File: src/assert_macros.svh
// ----------------------------------------------------------------------------
// Assertion macros
// Clocked property checks with asynchronous active-low reset masking.
// ----------------------------------------------------------------------------
`ifndef ASSERT_MACROS_SVH
`define ASSERT_MACROS_SVH

// property must hold at every rising edge outside reset
`define ASSERT_CLK(label, clk, rst_n, prop) \
	label: assert property (@(posedge clk) disable iff (!rst_n) prop) \
		else $error("assertion failed");

// condition must never be true at a rising edge outside reset
`define ASSERT_NEVER(label, clk, rst_n, cond) \
	label: assert property (@(posedge clk) disable iff (!rst_n) !(cond)) \
		else $error("forbidden condition seen");

`endif

File: src/jsu_pkg.sv
// ----------------------------------------------------------------------------
// jsu_pkg
// Shared types and constants of the JSON string unescape unit.
// ----------------------------------------------------------------------------
package jsu_pkg;

	localparam int QUEUE_DEPTH = 4;
	localparam int OUT_TDATA_W = 16;

	typedef enum logic [2:0] {
		ERR_NONE       = 3'd0,
		ERR_BAD_ESCAPE = 3'd1,
		ERR_BAD_HEX    = 3'd2,
		ERR_LONE_LOW   = 3'd3,
		ERR_NO_SECOND  = 3'd4,
		ERR_NOT_PAIR   = 3'd5,
		ERR_EARLY_END  = 3'd6
	} err_code_t;

	// one request from the front end: one to four result items
	typedef struct packed {
		logic [3:0][7:0] bytes;
		logic [1:0]      last_idx;
		logic            byte_valid;
		err_code_t       err;
		logic            done;
		logic            frc;
	} res_cmd_t;

	localparam logic [7:0] CH_BSLASH = 8'h5C;
	localparam logic [7:0] CH_SLASH  = 8'h2F;
	localparam logic [7:0] CH_QUOTE  = 8'h22;
	localparam logic [7:0] CH_LC_B   = 8'h62;
	localparam logic [7:0] CH_LC_F   = 8'h66;
	localparam logic [7:0] CH_LC_N   = 8'h6E;
	localparam logic [7:0] CH_LC_R   = 8'h72;
	localparam logic [7:0] CH_LC_T   = 8'h74;
	localparam logic [7:0] CH_LC_U   = 8'h75;
	localparam logic [7:0] CODE_BS   = 8'h08;
	localparam logic [7:0] CODE_FF   = 8'h0C;
	localparam logic [7:0] CODE_LF   = 8'h0A;
	localparam logic [7:0] CODE_CR   = 8'h0D;
	localparam logic [7:0] CODE_TAB  = 8'h09;
	localparam logic [15:0] CP_ASCII_END = 16'h0080;

endpackage

File: src/jsu_front.sv
// ----------------------------------------------------------------------------
// jsu_front
// Escape decoder: classifies each body byte, tracks escape state and builds
// one request of up to four UTF-8 result items for the back end.
// ----------------------------------------------------------------------------
`include "assert_macros.svh"

module jsu_front (
	input  logic              clk,
	input  logic              arst_n,
	input  logic              cfg_we,
	input  logic              cfg_wdata,
	input  logic              in_valid,
	output logic              in_ready,
	input  logic [7:0]        in_byte,
	input  logic              in_last,
	input  logic              q_ready,
	output logic              q_push,
	output jsu_pkg::res_cmd_t q_cmd
);
	import jsu_pkg::*;

	typedef enum logic [2:0] {
		MODE_PLAIN,
		MODE_ESC,
		MODE_HEX1,
		MODE_EXP_BS,
		MODE_EXP_U,
		MODE_HEX2
	} mode_t;

	typedef struct packed {
		logic [3:0][7:0] bytes;
		logic [2:0]      n;
	} enc_t;

	function automatic logic [4:0] hex_val(input logic [7:0] c);
		logic [4:0] r;
		r = 5'd0;
		if (c >= 8'h30 && c <= 8'h39) r = {1'b1, 4'(c - 8'h30)};
		else if (c >= 8'h41 && c <= 8'h46) r = {1'b1, 4'(c - 8'h37)};
		else if (c >= 8'h61 && c <= 8'h66) r = {1'b1, 4'(c - 8'h57)};
		return r;
	endfunction

	function automatic enc_t utf8_enc(input logic [20:0] cp);
		enc_t e;
		e = '0;
		if (cp < 21'h80) begin
			e.bytes[0] = cp[7:0];
			e.n = 3'd1;
		end else if (cp < 21'h800) begin
			e.bytes[0] = {3'b110, cp[10:6]};
			e.bytes[1] = {2'b10, cp[5:0]};
			e.n = 3'd2;
		end else if (cp < 21'h10000) begin
			e.bytes[0] = {4'b1110, cp[15:12]};
			e.bytes[1] = {2'b10, cp[11:6]};
			e.bytes[2] = {2'b10, cp[5:0]};
			e.n = 3'd3;
		end else begin
			e.bytes[0] = {5'b11110, cp[20:18]};
			e.bytes[1] = {2'b10, cp[17:12]};
			e.bytes[2] = {2'b10, cp[11:6]};
			e.bytes[3] = {2'b10, cp[5:0]};
			e.n = 3'd4;
		end
		return e;
	endfunction

	mode_t       mode_q, mode_d;
	logic [15:0] acc_q, acc_d;
	logic [15:0] hi_q, hi_d;
	logic [1:0]  dc_q, dc_d;
	logic        frc_q, frc_d;
	logic        err_lat_q, err_lat_d;
	logic        utf8_q;

	logic [4:0]  hv;
	logic [15:0] acc_sh;
	logic [20:0] pair_cp;
	enc_t        enc;
	err_code_t   err;
	logic        push;
	logic        accept;

	assign in_ready = q_ready;
	assign accept   = in_valid & in_ready;
	assign q_push   = accept & push;

	assign hv      = hex_val(in_byte);
	assign acc_sh  = {acc_q[11:0], hv[3:0]};
	assign pair_cp = 21'h10000 + {1'b0, hi_q[9:0], acc_sh[9:0]};

	always_comb begin
		mode_d    = mode_q;
		acc_d     = acc_q;
		hi_d      = hi_q;
		dc_d      = dc_q;
		frc_d     = frc_q;
		err_lat_d = err_lat_q;
		enc       = '0;
		err       = ERR_NONE;
		push      = 1'b0;
		q_cmd     = '0;
		if (err_lat_q) begin
			if (in_last) err_lat_d = 1'b0;
		end else begin
			unique case (mode_q)
				MODE_PLAIN: begin
					if (in_byte == CH_BSLASH) begin
						mode_d = MODE_ESC;
					end else begin
						enc.bytes[0] = in_byte;
						enc.n = 3'd1;
					end
				end
				MODE_ESC: begin
					mode_d = MODE_PLAIN;
					enc.n = 3'd1;
					case (in_byte)
						CH_BSLASH, CH_SLASH, CH_QUOTE: enc.bytes[0] = in_byte;
						CH_LC_B: enc.bytes[0] = CODE_BS;
						CH_LC_F: enc.bytes[0] = CODE_FF;
						CH_LC_N: enc.bytes[0] = CODE_LF;
						CH_LC_R: enc.bytes[0] = CODE_CR;
						CH_LC_T: enc.bytes[0] = CODE_TAB;
						CH_LC_U: begin
							enc.n = 3'd0;
							mode_d = MODE_HEX1;
							acc_d = '0;
							dc_d = '0;
						end
						default: begin
							enc.n = 3'd0;
							err = ERR_BAD_ESCAPE;
						end
					endcase
				end
				MODE_HEX1, MODE_HEX2: begin
					if (!hv[4]) begin
						err = ERR_BAD_HEX;
					end else begin
						acc_d = acc_sh;
						if (dc_q != 2'd3) begin
							dc_d = dc_q + 2'd1;
						end else begin
							dc_d = '0;
							if (mode_q == MODE_HEX1) begin
								if (acc_sh[15:10] == 6'b110110) begin
									hi_d = acc_sh;
									mode_d = MODE_EXP_BS;
								end else if (acc_sh[15:10] == 6'b110111) begin
									err = ERR_LONE_LOW;
								end else begin
									enc = utf8_enc({5'd0, acc_sh});
									if (acc_sh >= CP_ASCII_END && !utf8_q) frc_d = 1'b1;
									mode_d = MODE_PLAIN;
								end
							end else begin
								if (acc_sh[15:10] == 6'b110111) begin
									enc = utf8_enc(pair_cp);
									if (!utf8_q) frc_d = 1'b1;
									mode_d = MODE_PLAIN;
								end else begin
									err = ERR_NOT_PAIR;
								end
							end
						end
					end
				end
				MODE_EXP_BS: begin
					if (in_byte == CH_BSLASH) mode_d = MODE_EXP_U;
					else err = ERR_NO_SECOND;
				end
				MODE_EXP_U: begin
					if (in_byte == CH_LC_U) begin
						mode_d = MODE_HEX2;
						acc_d = '0;
						dc_d = '0;
					end else begin
						err = ERR_NO_SECOND;
					end
				end
				default: begin
					mode_d = MODE_PLAIN;
					acc_d = '0;
					hi_d = '0;
					dc_d = '0;
					enc.bytes[0] = in_byte;
					enc.n = 3'd1;
				end
			endcase

			if (err == ERR_NONE && in_last && mode_d != MODE_PLAIN) err = ERR_EARLY_END;

			if (err != ERR_NONE) begin
				mode_d    = MODE_PLAIN;
				acc_d     = '0;
				hi_d      = '0;
				dc_d      = '0;
				frc_d     = 1'b0;
				err_lat_d = ~in_last;
				push      = 1'b1;
				q_cmd.err  = err;
				q_cmd.done = 1'b1;
			end else begin
				if (enc.n != 3'd0) begin
					push             = 1'b1;
					q_cmd.bytes      = enc.bytes;
					q_cmd.byte_valid = 1'b1;
					q_cmd.last_idx   = 2'(enc.n - 3'd1);
					q_cmd.done       = in_last;
					q_cmd.frc        = in_last & frc_d;
				end else if (in_last) begin
					push       = 1'b1;
					q_cmd.done = 1'b1;
					q_cmd.frc  = frc_d;
				end
				if (in_last) begin
					mode_d = MODE_PLAIN;
					acc_d  = '0;
					hi_d   = '0;
					dc_d   = '0;
					frc_d  = 1'b0;
				end
			end
		end
	end

	always_ff @(posedge clk or negedge arst_n) begin
		if (!arst_n) begin
			mode_q    <= MODE_PLAIN;
			acc_q     <= '0;
			hi_q      <= '0;
			dc_q      <= '0;
			frc_q     <= 1'b0;
			err_lat_q <= 1'b0;
			utf8_q    <= 1'b0;
		end else begin
			if (cfg_we) utf8_q <= cfg_wdata;
			if (accept) begin
				mode_q    <= mode_d;
				acc_q     <= acc_d;
				hi_q      <= hi_d;
				dc_q      <= dc_d;
				frc_q     <= frc_d;
				err_lat_q <= err_lat_d;
			end
		end
	end

	`ASSERT_CLK(a_latched_plain, clk, arst_n, err_lat_q |-> (mode_q == MODE_PLAIN))
	`ASSERT_CLK(a_err_ends, clk, arst_n, (q_push && q_cmd.err != ERR_NONE) |-> (q_cmd.done && !q_cmd.byte_valid))

endmodule

File: src/jsu_queue.sv
// ----------------------------------------------------------------------------
// jsu_queue
// Small request queue between the decoder and the output serializer.
// ----------------------------------------------------------------------------
`include "assert_macros.svh"

module jsu_queue #(
	parameter int DEPTH = jsu_pkg::QUEUE_DEPTH
) (
	input  logic              clk,
	input  logic              arst_n,
	input  logic              push,
	output logic              push_ready,
	input  jsu_pkg::res_cmd_t push_cmd,
	output logic              head_valid,
	output jsu_pkg::res_cmd_t head_cmd,
	input  logic              pop
);
	import jsu_pkg::*;

	localparam int PtrW = (DEPTH > 1) ? $clog2(DEPTH) : 1;
	localparam int CntW = $clog2(DEPTH + 1);

	res_cmd_t        mem_q [DEPTH];
	logic [PtrW-1:0] wr_ptr_q, rd_ptr_q;
	logic [CntW-1:0] cnt_q;

	assign push_ready = cnt_q != CntW'(DEPTH);
	assign head_valid = cnt_q != '0;
	assign head_cmd   = mem_q[rd_ptr_q];

	always_ff @(posedge clk) begin
		if (push) mem_q[wr_ptr_q] <= push_cmd;
	end

	always_ff @(posedge clk or negedge arst_n) begin
		if (!arst_n) begin
			wr_ptr_q <= '0;
			rd_ptr_q <= '0;
			cnt_q    <= '0;
		end else begin
			if (push) begin
				wr_ptr_q <= (wr_ptr_q == PtrW'(DEPTH - 1)) ? '0 : wr_ptr_q + PtrW'(1);
			end
			if (pop) begin
				rd_ptr_q <= (rd_ptr_q == PtrW'(DEPTH - 1)) ? '0 : rd_ptr_q + PtrW'(1);
			end
			if (push && !pop) cnt_q <= cnt_q + CntW'(1);
			else if (pop && !push) cnt_q <= cnt_q - CntW'(1);
		end
	end

	`ASSERT_NEVER(a_no_overflow, clk, arst_n, push && cnt_q == CntW'(DEPTH))
	`ASSERT_NEVER(a_no_underflow, clk, arst_n, pop && cnt_q == '0)

endmodule

File: src/jsu_back.sv
// ----------------------------------------------------------------------------
// jsu_back
// Output serializer: expands each queued request into its result items,
// one per cycle while the sink accepts them, through a registered master stream.
// ----------------------------------------------------------------------------
`include "assert_macros.svh"

module jsu_back (
	input  logic                               clk,
	input  logic                               arst_n,
	input  logic                               q_valid,
	input  jsu_pkg::res_cmd_t                  q_cmd,
	output logic                               q_pop,
	output logic                               m_axis_tvalid,
	input  logic                               m_axis_tready,
	output logic [jsu_pkg::OUT_TDATA_W-1:0]    m_axis_tdata,
	output logic                               m_axis_tuser,
	output logic                               m_axis_tlast
);
	import jsu_pkg::*;

	logic                   out_vld_q;
	logic [OUT_TDATA_W-1:0] out_data_q;
	logic                   out_user_q;
	logic                   out_last_q;
	logic [1:0]             idx_q;
	logic                   load;
	logic                   fin;
	logic                   ends;

	assign load  = q_valid & (~out_vld_q | m_axis_tready);
	assign fin   = idx_q == q_cmd.last_idx;
	assign ends  = fin & q_cmd.done;
	assign q_pop = load & fin;

	assign m_axis_tvalid = out_vld_q;
	assign m_axis_tdata  = out_data_q;
	assign m_axis_tuser  = out_user_q;
	assign m_axis_tlast  = out_last_q;

	always_ff @(posedge clk) begin
		if (load) begin
			out_data_q <= {3'b000, ends & q_cmd.frc, ends, q_cmd.err, q_cmd.bytes[idx_q]};
			out_user_q <= q_cmd.byte_valid;
			out_last_q <= fin;
		end
	end

	always_ff @(posedge clk or negedge arst_n) begin
		if (!arst_n) begin
			out_vld_q <= 1'b0;
			idx_q     <= '0;
		end else begin
			if (load) begin
				out_vld_q <= 1'b1;
				idx_q     <= fin ? 2'd0 : idx_q + 2'd1;
			end else if (m_axis_tready) begin
				out_vld_q <= 1'b0;
			end
		end
	end

	`ASSERT_CLK(a_idx_bound, clk, arst_n, q_valid |-> (idx_q <= q_cmd.last_idx))

endmodule

File: src/json_string_unescape_utf8_unit.sv
// ----------------------------------------------------------------------------
// json_string_unescape_utf8_unit
// Decodes JSON string body bytes, escapes included, into UTF-8 bytes.
// ----------------------------------------------------------------------------
// The unit takes one body byte per cycle on the slave stream (tlast on the
// final byte) while the queue has room and returns decoded bytes on the
// master stream. A byte gives zero to four items; the decoder hands them as
// one request through a small queue to a serializer whose single output
// register sets the output pace of one item per cycle, so input runs at one
// byte per cycle as long as the sink keeps up and no byte gives more than
// one item. tuser high marks an item carrying a byte; items with tuser low
// report the end of a string or an error. After an error, input up to the
// next tlast is dropped without output. cfg_we writes the input_is_utf8 bit.
// ----------------------------------------------------------------------------
module json_string_unescape_utf8_unit #(
	parameter int QUEUE_DEPTH = jsu_pkg::QUEUE_DEPTH
) (
	input  logic                            clk,
	input  logic                            arst_n,
	input  logic                            cfg_we,
	input  logic                            cfg_wdata,
	input  logic                            s_axis_tvalid,
	output logic                            s_axis_tready,
	input  logic [7:0]                      s_axis_tdata,  // [7:0] in_byte
	input  logic                            s_axis_tlast,
	output logic                            m_axis_tvalid,
	input  logic                            m_axis_tready,
	// [7:0] out_byte, [10:8] error_code, [11] string_done, [12] force_utf8
	output logic [jsu_pkg::OUT_TDATA_W-1:0] m_axis_tdata,
	output logic                            m_axis_tuser,  // [0] byte_valid
	output logic                            m_axis_tlast
);
	import jsu_pkg::*;

	logic     push, push_ready, head_valid, pop;
	res_cmd_t push_cmd, head_cmd;

	jsu_front u_front (
		.clk      (clk),
		.arst_n   (arst_n),
		.cfg_we   (cfg_we),
		.cfg_wdata(cfg_wdata),
		.in_valid (s_axis_tvalid),
		.in_ready (s_axis_tready),
		.in_byte  (s_axis_tdata),
		.in_last  (s_axis_tlast),
		.q_ready  (push_ready),
		.q_push   (push),
		.q_cmd    (push_cmd)
	);

	jsu_queue #(
		.DEPTH(QUEUE_DEPTH)
	) u_queue (
		.clk       (clk),
		.arst_n    (arst_n),
		.push      (push),
		.push_ready(push_ready),
		.push_cmd  (push_cmd),
		.head_valid(head_valid),
		.head_cmd  (head_cmd),
		.pop       (pop)
	);

	jsu_back u_back (
		.clk          (clk),
		.arst_n       (arst_n),
		.q_valid      (head_valid),
		.q_cmd        (head_cmd),
		.q_pop        (pop),
		.m_axis_tvalid(m_axis_tvalid),
		.m_axis_tready(m_axis_tready),
		.m_axis_tdata (m_axis_tdata),
		.m_axis_tuser (m_axis_tuser),
		.m_axis_tlast (m_axis_tlast)
	);

endmodule

File: config.mk
export PLATFORM = sky130hd
export DESIGN_NAME = json_string_unescape_utf8_unit
export DESIGN_NICKNAME = d
export VERILOG_FILES = /design/src/jsu_pkg.sv /design/src/jsu_front.sv /design/src/jsu_queue.sv /design/src/jsu_back.sv /design/src/json_string_unescape_utf8_unit.sv
export VERILOG_INCLUDE_DIRS = /design/src /design/src/src
export SDC_FILE = /design/constraint.sdc
export NUM_CORES = 1
export LEC_CHECK = 0
export BUFFER_PORTS_ARGS = -buffer_cell sky130_fd_sc_hd__buf_2
export CELL_PAD_IN_SITES_DETAIL_PLACEMENT = 1
export CELL_PAD_IN_SITES_GLOBAL_PLACEMENT = 1
export CORE_MARGIN = 2
export CORE_UTILIZATION = 47
export CTS_CLUSTER_SIZE = 14
export DETAILED_ROUTE_END_ITERATION = 16
export GPL_TIMING_DRIVEN = 0
export PLACE_DENSITY = 0.74
export SLEW_MARGIN = 20
export SYNTH_ARGS = -nofsm -noshare
export SYNTH_HDL_FRONTEND = slang
export SYNTH_SLANG_ARGS = --single-unit
File: constraint.sdc
create_clock -name clk -period 3.6 [get_ports clk]
set_input_delay 0.54 -clock clk [delete_from_list [all_inputs] [get_ports clk]]
set_output_delay 0.54 -clock clk [all_outputs]
set_load 0.03 [all_outputs]
# Yosys cells after proc, flatten, opt, wreduce, memory -nomap -nowiden

Memory sizes are Yosys's and may differ from the RTL's.
Cells that the tools add are included.
W data, S select, Z words.

Memories kept: 1
Input port bits: 15
Output and inout bits: 20
Bits in registers: 55
Bits in writable memories: 160
Logic and storage cells: 217

Magnitude comparators: 13
Bitwise gates (word level): 11
$add $sub $neg: 11
Multiplexer cells: 108
Reductions and logical operators: 30
Equality and inequality tests: 28

Memory list:

| memory        | words | bits a word | rd ports | clocked after memory_dff | wr ports | RTL line        | text |
|---|---|---|---|---|---|---|---|
| u_queue.mem_q | 4     | 40          | 1        | 0                        | 1        | jsu_queue.sv:24 | `res_cmd_t mem_q [DEPTH];` |

Operators with widths:

| operator                 | count |
|---|---|
| $mux W35                 | 8 |
| $mux W3                  | 25 |
| $mux W10                 | 6 |
| $eq A8 B7 Y1 const B     | 7 |
| $mux W12                 | 4 |
| $mux W24                 | 2 |
| $pmux W8 S6              | 1 |
| $mux W11                 | 4 |
| $pmux W11 S4             | 1 |
| $mux W40                 | 1 |
| $pmux W12 S3             | 1 |
| $mux W16                 | 2 |
| $mux W1                  | 27 |
| $mux W25                 | 1 |
| $mux W2                  | 12 |
| $mux W8                  | 3 |
| $add A17 B20 Y21 const A | 1 |
| $lt A21 B12 Y1 const B   | 1 |
| $lt A21 B17 Y1 const B   | 1 |
| $lt A21 B8 Y1 const B    | 1 |
| $pmux W10 S2             | 1 |
| $mux W19                 | 1 |
| $mux W17                 | 1 |
| $bmux W8 S2              | 1 |
| other kinds (47)         | 88 |

# Longest topological paths before layout

Depth after elaboration: 25
Depth in mapped cells: 18
Depth with buffers taken out: 18

# By module

From an unflattened synthesis, not the netlist that was laid out.

Cell total of the unflattened synthesis: 726
Area total of the unflattened synthesis: 10257.3 um^2

Modules (own cells, without submodules):

| module    | instances | cells each | area each (um^2) |
|---|---|---|---|
| jsu_queue | 1         | 248        | 6242.2 |
| jsu_front | 1         | 429        | 3160.5 |
| jsu_back  | 1         | 49         | 854.6 |

# Worst setup path before layout

Ideal clock, no wire load.

Kind: input to register
From: in s_axis_tdata[0]
To: mem u_queue.mem_q[3][0] (netlist bit), enable pin
Data required time: 3.202 ns
Path slack: -0.478 ns
Setup time: 0.398 ns
Path buffers: 0
Stages: 13
Arrival time: 3.680 ns
Cells stage by stage: inv_1 ha_1 o21bai_1 a21oi_1 a22oi_2 nor2_1 o21ai_0 nand2_1 nor2_1 ha_1 o41a_1 a21oi_2 and2_1

Longest elaborated chain between the ends: 23

RTL lines:

| element                                      | RTL line                             | text |
|---|---|---|
| start: declaration                           | json_string_unescape_utf8_unit.sv:24 | `input logic [7:0] s_axis_tdata,` |
| $ge A8 B7 Y1 or $le A8 B7 Y1 (tied branches) | jsu_front.sv:42                      | `else if (c >= 8'h61 && c <= 8'h66) r = {1'b1, 4'(c - 8'h57)};` |
| $logic_and A1 B1 Y1                          | jsu_front.sv:42                      |  |
| $mux W5                                      | jsu_front.sv:42                      |  |
| $mux W5                                      | jsu_front.sv:41                      | `else if (c >= 8'h41 && c <= 8'h46) r = {1'b1, 4'(c - 8'h37)};` |
| $mux W5                                      | jsu_front.sv:40                      | `if (c >= 8'h30 && c <= 8'h39) r = {1'b1, 4'(c - 8'h30)};` |
| $add A17 B20 Y21                             | jsu_front.sv:93                      | `assign pair_cp = 21'h10000 + {1'b0, hi_q[9:0], acc_sh[9:0]};` |
| $lt A21 B17 Y1                               | jsu_front.sv:56                      | `end else if (cp < 21'h10000) begin` |
| $mux W25                                     | jsu_front.sv:56                      |  |
| [... 8 more ...]                             | n/a                                  |  |
| $reduce_bool A3 Y1                           | jsu_front.sv:208                     | `if (enc.n != 3'd0) begin` |
| $mux W1                                      | jsu_front.sv:208                     |  |
| $mux W1 *                                    | jsu_front.sv:197                     | `if (err != ERR_NONE) begin` |
| $mux W1 *                                    | jsu_front.sv:106                     | `if (err_lat_q) begin` |
| $and A1 B1 Y1 *                              | jsu_front.sv:89                      | `assign q_push = accept & push;` |
| net push                                     | json_string_unescape_utf8_unit.sv:35 | `logic push, push_ready, head_valid, pop;` |
| $mux W1 *                                    | jsu_queue.sv:33                      | `if (push) mem_q[wr_ptr_q] <= push_cmd;` |
| $mux W1 (not written as such) *              | jsu_queue.sv:33                      |  |
| end: declaration                             | jsu_queue.sv:24                      |  |

Mark *: on every way through the listed nets, which the timed path passes. The rest lies on a longest branch. The select of a mux whose other input is x is not followed.

# Final worst setup path

From: reg u_front.acc_q[4]
To: reg u_queue.cnt_q[2]

Longest elaborated chain between the ends: 19

RTL lines:

| element                             | RTL line                             | text |
|---|---|---|
| start: declaration                  | jsu_front.sv:72                      | `logic [15:0] acc_q, acc_d;` |
| start signal: assignment            | jsu_front.sv:234                     | `acc_q <= '0;` |
| start signal: assignment            | jsu_front.sv:244                     | `acc_q <= acc_d;` |
| $add A17 B20 Y21                    | jsu_front.sv:93                      |  |
| $lt A21 B17 Y1                      | jsu_front.sv:56                      |  |
| $mux W25                            | jsu_front.sv:56                      |  |
| $mux W19                            | jsu_front.sv:52                      | `end else if (cp < 21'h800) begin` |
| $mux W11                            | jsu_front.sv:49                      | `if (cp < 21'h80) begin` |
| $mux W35                            | jsu_front.sv:161                     | `if (acc_sh[15:10] == 6'b110111) begin` |
| $mux W35 *                          | jsu_front.sv:149                     | `if (mode_q == MODE_HEX1) begin` |
| $mux W35 *                          | jsu_front.sv:145                     | `if (dc_q != 2'd3) begin` |
| [... 4 more ...]                    | n/a                                  |  |
| $mux W1 *                           | jsu_front.sv:208                     |  |
| $mux W1 *                           | jsu_front.sv:197                     |  |
| $mux W1 *                           | jsu_front.sv:106                     |  |
| $and A1 B1 Y1 *                     | jsu_front.sv:89                      |  |
| net push                            | json_string_unescape_utf8_unit.sv:35 |  |
| $logic_not A1 Y1                    | jsu_queue.sv:49                      | `else if (pop && !push) cnt_q <= cnt_q - CntW'(1);` |
| $logic_and A1 B1 Y1                 | jsu_queue.sv:49                      |  |
| $reduce_bool A2 Y1 (no source line) | n/a                                  |  |
| end signal: assignment              | jsu_queue.sv:48                      | `if (push && !pop) cnt_q <= cnt_q + CntW'(1);` |
| end signal: assignment              | jsu_queue.sv:49                      |  |
| end: declaration                    | jsu_queue.sv:26                      | `logic [CntW-1:0] cnt_q;` |

Marks and branches as above.
A chain may end at the register's enable or synchronous reset.

==> impl_metrics.py <==
metrics = {
    "run_status": {
        "outcome": "complete, no violations",
    },
    "sta": {
        "skew_ns": 0.0136,
        "worstMarginPinSlew_ns": 0.967,
        "finalCritPeriodShare_pct": 96.7,
        "rsz0062_at_grt": "true",
        "hold_violations": 0,
        "fin_crit_ns": 3.48,
        "timing.fmax_mhz": 287,
        "slew_violations": 0,
        "relSlewSlack_pct": 35.5,
        "setup_viol": 0,
    },
    "die": {
        "num_rows": 52,
        "io_pins": 35,
        "die_h_um": 147,
        "start_util_pct": 47.8,
        "core-area_um2": 20200,
        "fp.dieArea_um2": 21700,
        "die_w_um": 147,
    },
    "synthesis": {
        "synth_fa_ha_area_share_pct": 1.89,
        "synth_cell_types": 77,
        "synth_edf_count": 163,
        "ys.flop_type": "edfxtp_1",
        "syn_area_um2": 9660,
        "synthXorXnorAreaFrac_pct": 0.725,
        "synthMuxAreaShare_pct": 11.2,
        "synth.avg_cell_area_um2": 13.7,
        "yosys_warnings": 0,
        "ys_seq_area_share_pct": 61.0,
        "synth_seq_cells": 203,
        "synth_compound_area_share_pct": 11.8,
        "async_flop_share_pct": 19.7,
        "synth_simple_gate_area_share_pct": 10.3,
        "synth_top_family_by_area": "compound AO/OA/AOI/OAI gates",
        "synthCells": 703,
    },
    "routing": {
        "dr_wl_met3_um": 1230,
        "first_pass_iters": 5,
        "wl_per_cell_um": 25.1,
        "routed.top_layer": "met4",
        "vias_per_cell": 6.20,
        "dr_wl_met2_um": 13400,
        "drc": 0,
        "wl_um": 26600,
        "ant_nets": 0,
        "vias": 6575,
        "met1_length_um": 11500,
        "dr.first_iter.drc_count": 623,
    },
    "setup_path": {
        "crit_fanout": 10,
        "cp.required_ns": 4.01,
        "cp_cell_sequence": "clkbuf_1, or4_1, a21oi_2, o21ai_1, nand2_1, nor2_2, ha_1, o41a_1, a21oi_4, ha_2, inv_1, fa_1, xor2_1, nor2_1, xor2_1",
        "crit_arrival_ns": 3.89,
        "critPathKind": "flip-flop to flip-flop",
        "endpoint_kind": "flip-flop",
        "reg2reg_depth": 15,
        "timing.rr.start": "u_front.acc_q[4]$_DFFE_PN0P_",
        "start_kind": "flip-flop",
        "cp_slowest_stage_delay_ns": 0.68,
        "crit_top_cell": "xor2_1",
        "crit_slowest_cell": "or4_1",
        "r2r-end": "u_queue.cnt_q[2]$_DFFE_PN0P_",
        "r2r_setup_slack_ns": 0.12,
    },
    "cells_and_area": {
        "layout-drive-gt1-share_pct": 27.5,
        "nets": 806,
        "areaGrowthSynthToFinish_pct": 16.7,
        "n_antenna_cell": 0,
        "n_fill_cell": 1995,
        "multi_input_area_um2": 3790,
        "fin_area_um2": 11300,
        "final-seq-area_um2": 5900,
    },
    "pwr": {
        "p_per_area_nw_per_um2": 656,
        "p_leak_nw": 4.05,
        "max-vdd-ir-drop_mv": 0.337,
        "totalPowerFinal_mw": 7.40,
    },
    "run": {
        "drv_cap": 0,
    },
    "global_routing": {
        "grt_first_pass_wirelength_um": 40800,
        "first_global_vias": 6971,
        "antenna_found_initial": 0,
        "grt-ovfl-total": 0,
        "grt_start_max_net_pins": 41,
        "grt_usage_pct": 24.4,
    },
    "place": {
        "portBuffers": 28,
        "placed_cell_area_um2": 10200,
        "globalplace.congestion": 0.926,
        "hpwl_um": 17700,
    },
    "clock_network": {
        "cts_max_level": 1,
        "cts_root_buffer": "clkbuf_16",
        "cts.clk_slew.worst_paths_ns": 0.06,
        "clock-sinks": 203,
        "cts_tree": "built",
        "numCtsBuffers": 22,
        "cts_buffer_depth": 3,
        "insertion_delay_ns": 0.49,
    },
    "worst_hold_path": {
        "worst_hold_path_type": "input pin to async pin",
    },
}
## what timing repair did
item,4_1_cts,5_1_grt
setup buffers,8,9
resized for setup,46,39
pin swaps,4,11
hold buffers,0,0
cloned,0,4
setup endpoints to repair,253,256
## synth_stat cells, types with 5 or more instances
cell       instances  area share [%]
ha_1              13             1.7
mux2_2             6            0.70
nor4_1             5            0.32
nor2b_1            7            0.45
mux4_2            43              10
nand2_1           43             1.7
o21ai_0           26             1.3
o2bb2ai_1          6            0.54
a31oi_1            9            0.58
inv_1             24            0.93
a22oi_1           10            0.78
nor3b_1            7            0.54
nor3_1            10            0.52
buf_2             11            0.57
clkbuf_1          22            0.85
and2_1            11            0.71
o22ai_1           10            0.65
a21o_1             7            0.54
nand3_1           17            0.88
nor2_1            51             2.0
mux2i_1            5            0.52
edfxtp_1         163              51
dfrtp_1           40              10
o31ai_1            7            0.54
xnor2_1            6            0.54
a21oi_1           39             2.0
nand2b_1           5            0.32
a22o_1            16             1.4
## metrics by stage
stage	setup slack, ns	std cells	hold WS [ns]	TNS (ns)	util [%]
3_5_place_dp	-1.17	1004	0.484	-257.83	50.3
2_1_floorplan	0.0123	705	0.244	0	-
3_3_place_gp	-1.09	1003	0.469	-235.43	50.2
6_report	0.119	1060	0.0546	0	55.8
4_1_cts	0.00898	1049	0.245	0	54.8
5_1_grt	-0.0879	1060	0.0826	-0.0953	55.8
## cells in the final DEF (no fill, tap or decap), drive strengths merged, types with 7 or more instances in the layout
cell,netlist,routed
mux4,43,43
nand3,17,17
nor2b,7,7
nor3b,7,7
nand2,43,43
buf,20,69
edfxtp,163,163
a22o,16,16
clkbuf,22,50
a31oi,9,9
nor3,12,12
o21ai,27,27
dfrtp,40,40
a21oi,42,42
a22oi,11,11
ha,13,13
o31ai,7,7
nor2,52,52
inv,24,24
o22ai,10,10
and2,11,15
a21o,7,7
## state kept, by name (all words and copies together) (netlist names)
name	flops
u_front.frc_q	1
u_queue.cnt_q	3
u_queue.rd_ptr_q	2
u_front.err_lat_q	1
u_front.dc_q	2
u_queue.mem_q	148
u_back.m_axis_tlast	1
u_back.m_axis_tvalid	1
u_front.utf8_q	1
u_queue.wr_ptr_q	2
u_front.mode_q	3
u_back.m_axis_tdata	13
u_front.hi_q	10
u_back.idx_q	2
u_front.acc_q	12
u_back.m_axis_tuser	1
## how the worst max path moves through the flow
stage,from,end,slack [ns],cells after the start
after floorplan,s_axis_tdata[4],u_queue.cnt_q[2]$_DFFE_PN0P_,0.01,17
after global placement,u_front.mode_q[1]$_DFFE_PN0P_,u_queue.mem_q[3][36]$_DFFE_PP_,-1.09,11
after detailed placement,u_front.mode_q[1]$_DFFE_PN0P_,u_queue.mem_q[3][12]$_DFFE_PP_,-1.17,11
after CTS,u_front.mode_q[0]$_DFFE_PN0P_,u_queue.cnt_q[2]$_DFFE_PN0P_,0.009,18
after global routing,u_front.hi_q[6]$_DFFE_PN0P_,u_queue.cnt_q[2]$_DFFE_PN0P_,-0.09,15
final,u_front.acc_q[4]$_DFFE_PN0P_,u_queue.cnt_q[2]$_DFFE_PN0P_,0.12,15
## layout make-up
type,instances,area share (%)
well taps,270,2.99
inverters,25,0.843
repair buffers,46,2.50
plain buffers,40,1.91
flip-flops and latches,203,52.3
clock inverters,4,0.166
clock buffers,33,5.70
multi-input cells,439,33.6
## critical path, delay by kind of cell (launching register included)
family | cells | cell delay (ns)
adders and majority gates | 3 | 0.78
xor gates and xnor gates | 2 | 0.32
DFF | 1 | 0.37
and+or+nand+nor | 4 | 0.96
AOI/OAI and AO/OA | 4 | 0.64
buffers and inverters | 2 | 0.32
## report_power, final
group          internal, mW  leakage, nW  total [mW]  switching [mW]
registers              3.07         2.09        3.22           0.147
logic                 0.875         1.64        2.12            1.24
clock network          1.22        0.327        2.06           0.840
total                  5.17         4.05        7.40            2.23
## cells by family (layout without fill, tap and decap cells)
logic type / Yosys count / count (layout)
DFF: 203 / 203
and+or+nand+nor: 189 / 193
AOI/OAI and AO/OA: 167 / 167
buffers and inverters: 67 / 148
muxes: 54 / 54
adders and majority gates: 14 / 14
xor gates and xnor gates: 8 / 8
other: 1 / 3
## metal layers
metal  vias to the layer above  GRT usage [%]
li1                       2909              -
met4                         0           7.12
met5                         -              0
met3                        44           3.43
met2                       213           40.8
met1                      3409           33.8
Power figures use the tool's default switching activity.
